### src/design/scsa_pkg.sv
package scsa_pkg;

	localparam int NUM_CLASSES = 4;
	localparam int POOL_BLOCKS = 256;
	localparam int CLASS_W     = $clog2(NUM_CLASSES);
	localparam int IDX_W       = $clog2(POOL_BLOCKS);
	localparam int LINK_W      = IDX_W + 1;
	localparam int ADDR_W      = CLASS_W + IDX_W;
	localparam int MEM_DEPTH   = NUM_CLASSES * POOL_BLOCKS;
	localparam int LIMIT_W     = 8;
	localparam int SIZE_W      = 16;
	localparam int HANDLE_W    = 10;
	localparam int KIND_W      = 2;
	localparam int STATUS_W    = 3;
	localparam int CFG_INDEX_W = 3;

	typedef logic [CLASS_W-1:0]  class_t;
	typedef logic [IDX_W-1:0]    idx_t;
	typedef logic [LINK_W-1:0]   link_t;
	typedef logic [LIMIT_W-1:0]  limit_t;
	typedef logic [SIZE_W-1:0]   size_t;
	typedef limit_t [NUM_CLASSES-1:0] limits_t;
	typedef link_t  [NUM_CLASSES-1:0] heads_t;

	localparam logic [KIND_W-1:0] KIND_ALLOC   = 2'd0;
	localparam logic [KIND_W-1:0] KIND_RELEASE = 2'd1;
	localparam logic [KIND_W-1:0] KIND_RESIZE  = 2'd2;

	localparam logic [STATUS_W-1:0] ST_NEW     = 3'd0;
	localparam logic [STATUS_W-1:0] ST_SAME    = 3'd1;
	localparam logic [STATUS_W-1:0] ST_GENERAL = 3'd2;
	localparam logic [STATUS_W-1:0] ST_EMPTY   = 3'd3;
	localparam logic [STATUS_W-1:0] ST_DONE    = 3'd4;

	localparam limits_t LIMIT_RESET = {8'd128, 8'd96, 8'd64, 8'd48};

	typedef struct packed {
		logic [KIND_W-1:0]   kind;
		size_t               request_size;
		size_t               old_size;
		logic [HANDLE_W-1:0] handle_in;
		logic                handle_present;
	} cmd_t;

	typedef struct packed {
		logic [HANDLE_W-1:0] handle_out;
		logic [STATUS_W-1:0] status;
		size_t               copy_bytes;
		logic                old_to_general;
	} rsp_t;

	typedef struct packed {
		logic   pop;
		class_t pop_class;
		idx_t   pop_index;
		logic   push;
		class_t push_class;
		idx_t   push_index;
	} fl_op_t;

endpackage

### src/design/scsa_class_map.sv
module scsa_class_map import scsa_pkg::*; (
	input  limits_t limits,
	input  size_t   size,
	output class_t  cls,
	output logic    hit
);

	always_comb begin
		hit = 1'b0;
		cls = '0;
		// scan downwards so the lowest matching class wins
		for (int c = NUM_CLASSES - 1; c >= 0; c--) begin
			if (size <= SIZE_W'(limits[c])) begin
				hit = 1'b1;
				cls = class_t'(c);
			end
		end
	end

endmodule

### config.mk
export PLATFORM = sky130hd
export DESIGN_NAME = scsa_class_map
export DESIGN_NICKNAME = d
export VERILOG_FILES = /design/src/design/scsa_pkg.sv /design/src/design/scsa_class_map.sv
export SDC_FILE = /design/constraint.sdc
export NUM_CORES = 1
export LEC_CHECK = 0
export BUFFER_PORTS_ARGS = -buffer_cell sky130_fd_sc_hd__buf_2
export CORE_MARGIN = 1.5
export CORE_UTILIZATION = 50
export DETAILED_ROUTE_END_ITERATION = 8
export GPL_ROUTABILITY_DRIVEN = 0
export PLACE_DENSITY = 0.95
export RECOVER_POWER = 50
export SETUP_SLACK_MARGIN = 0.02
export SYNTH_ARGS = -nofsm -noshare
export SYNTH_HDL_FRONTEND = slang
export SYNTH_SLANG_ARGS = --single-unit
### constraint.sdc
create_clock -name vclk -period 5.59
set_input_delay 1.118 -clock vclk [all_inputs]
set_output_delay 1.118 -clock vclk [all_outputs]
set_load 0.02 [all_outputs]
Word-level counts from Yosys, hierarchy flattened
Index checks and enable logic that the tools add are counted.
Operators by class
  reductions and logical operators: 0
  add/sub/neg operators: 0
  divide/modulo/power cells: 0
  mux-type cells: 8
  bitwise operators: 0
  shifts and indexed selects: 0
  multiply operators: 0
  magnitude comparators: 4
  equal/unequal tests: 0
Operators with widths (number)
  $le A16 B8 Y1: 4
  $mux W2: 4
  $mux W1: 4
Word-level totals
  output and inout port bits: 3
  word-level logic and storage cells: 12
  register bits: 0
  input bits: 48
  memory bits (writable): 0
  memories kept: 0
  latch bits: 0
  bits in read-only memories: 0

Logic depth before layout (Yosys ltp)
  depth after elaboration: 5
  depth in mapped cells: 7
  mapped depth without buffers: 7

Worst setup path after synthesis
No wires, ideal clock.
  path type: input port to output port
  from: input limits[10] (netlist bit)
  to: output hit
  setup slack: 1.936 ns
  stages: 7
  path buffers: 0
  arrival: 2.536 ns
  path through: inv_1 > ha_1 > and4b_1 > a211oi_1 > o221a_2 > nor2_2 > a31oi_1
On the way
  cells in the longest elaborated chain, start to end: 3
Ends and longest elaborated chain
  start: declaration: line scsa_class_map.sv:2  | input limits_t limits,
  $le A16 B8 Y1: line scsa_class_map.sv:13  | if (size <= SIZE_W'(limits[c])) begin
  $mux W1 (2 in a row): line scsa_class_map.sv:13
  end: declaration: line scsa_class_map.sv:5  | output logic hit
No other way between the ends.

Worst setup path in the final report
  from: input size[2]
  to: output cls[0]
On the way
  cells in the longest elaborated chain, start to end: 5
Ends and longest elaborated chain
  start: declaration: line scsa_class_map.sv:3  | input size_t size,
  $le A16 B8 Y1: line scsa_class_map.sv:13
  $mux W2 (3 in a row): line scsa_class_map.sv:13
  $mux W2 *: line scsa_class_map.sv:13
  end: declaration: line scsa_class_map.sv:4  | output class_t cls,
Every way passes the cells marked *; elsewhere a longest branch is shown, timed or not.

==> metrics.txt <==
# resized after CTS=0; flip-flop and latch count=0; final hold vios=0; Hold Crit Start=size[9]; Synthesized Nets=between 150 and 200; post-layout util=roughly 73%; initial antenna violation count=0; Iter 0 DRT Violations=8; Inst Count DP=184; crit-path max FO=4; FILL cells=between 100 and 150; WP data arrival=between 2 and 3 ns; post-synthesis sequential area ratio=0%; Synth Area in Compound Gates=21.3%; pre-CTS WS=1.82 ns; Pwr Density=about 70 nW/um^2; die height=approximately 45 um; Max Fclk=roughly 270 MHz; Nets=250; post-route antenna net violation count=0; placed inst area=~1100 um^2; Final Instance Count excl. Fillers=between 150 and 200; period utilization=between 60% and 70%; Max IR drop VDD=0.0380 mV; Hold Buf Count CTS=0; Cells after Synth=roughly 120; I/O Pins=51; Mapped Area=868 um^2; Max Cap Violations=0; overall power=0.0782 mW; synth cell count leaders=ha_1, inv_1, a21oi_1; critical path class=in2out; Placeable Area=between 1500 and 2000 um^2; aggregate negative setup slack=0 ns; Worst-Margin Slew=0.325 ns; Yosys cell types=25; Register Area=0 um^2; Hold Path End=hit; multiplexer area fraction after synthesis=0%; most common cell in the netlist=ha_1; XOR/XNOR Fraction of Synth Area=0%; biggest area consumer among synthesized cells=ha_1; Syn. warnings=0; DR WL/cell=about 12 um; Hold Path Depth=5; fin area=between 1000 and 1500 um^2; top cell type's share of synthesized area=46.1%; largest net degree at the start of global routing=5; DR DRC count=5; total number of vias=~1000; DIE WIDTH=between 40 and 50 um; CP required=4.47 ns; failing checks=DRC; largest cells by area after synthesis=ha_1, inv_1, a21oi_1; die area=approximately 2000 um^2; vias in the first global route=between 1000 and 1500; Final Slew Violations=0; Worst slew margin=78.1%; total wire length=between 2000 and 2500 um; row cnt=14; GRT Overall Usage=roughly a quarter; Remaining Overflow, GRT=0; global-route wire length before repair=roughly 3700 um; Layout area overhead=31.6%; leak pwr=0.715 nW; Pre-antenna DRT Iters=7; adder-cell share of the synthesized area=around 46%; HPWL after DPL=2020 um; Buffers on Ports=slightly above 50; Tmin final=between 3 and 4 ns; min-delay worst type=in2out; status=complete, but fails checks; post-CTS setup buffers=0; Critical Path Source Type=input pin; vias per cell=between 5 and 6; Avg Inst Size Synth=7.42 um^2; Starting Density=55.7%; CLK BUF=0; Final WS setup=around 1.8 ns; RSZ-0062 raised after global routing=false; share of cells above drive strength 1=between 30% and 40%; main combinational cell family by area after synthesis=adder cells; endpoints failing setup=0; WHS=2.59 ns; Worst setup EP type=output pin; Synth Area in Simple Gates=20.0%; Inserted Diodes=0
==> layout make-up <==
class | count | area, um^2 | share of cell area [%]
multi-input combinational | 88 | 759 | 66.5
inverter | 29 | 109 | 9.53
timing repair buffer | 51 | 254 | 22.2
tap | 16 | 20.0 | 1.75
==> layer usage <==
metal | vias to the layer above | track usage, % | wire, um
li1 | 524 | - | -
met1 | 444 | 23.4 | 876
met2 | 38 | 48.1 | 1110
met3 | 2 | 4.08 | 143
met4 | 0 | 7.88 | 17
met5 | - | 0 | 0
==> placed cells by master, fill, tap and decap left out, drive strengths merged, types with 2 or more instances in the layout <==
master  Yosys  routed
buf         0      50
ha         32      32
inv        29      29
a21oi      10      10
nand4       8       8
nand2       5       5
nor2        5       5
a21o        3       3
and4b       3       3
a211oi      3       3
nor4        3       3
o21ai       2       2
o21a        2       2
nand2b      2       2
nand3       2       2
o22ai       2       2
==> how the worst max path moves through the flow <==
stage,start,end,slack (ns),cells past startpoint
final,size[2],cls[0],1.84,8
after global routing,size[7],cls[1],1.69,8
after CTS,size[7],cls[1],1.82,8
after detailed placement,size[7],cls[1],1.82,8
after global placement,size[2],hit,1.89,8
after floorplan,limits[10],hit,1.94,7
==> worst max-delay path, cell delays in order <==
cell,delay [ns]
buf_2,0.13
ha_1,0.31
and4b_1,0.22
a211oi_1,0.20
o221a_2,0.25
nor2_2,0.04
a21oi_1,0.12
clkbuf_1,0.25
==> power breakdown <==
part           internal [mW]  switching [mW]  total (mW)
sequential                 0               0           0
clock                      0               0           0
combinational         0.0395          0.0387      0.0782
==> cells by family after synthesis <==
logic type / after synthesis
buffers and inverters: 29
adders and majority gates: 32
AOI/OAI and AO/OA: 27
and+or+nand+nor: 29
No activity file was read; power rests on OpenSTA's default activity.
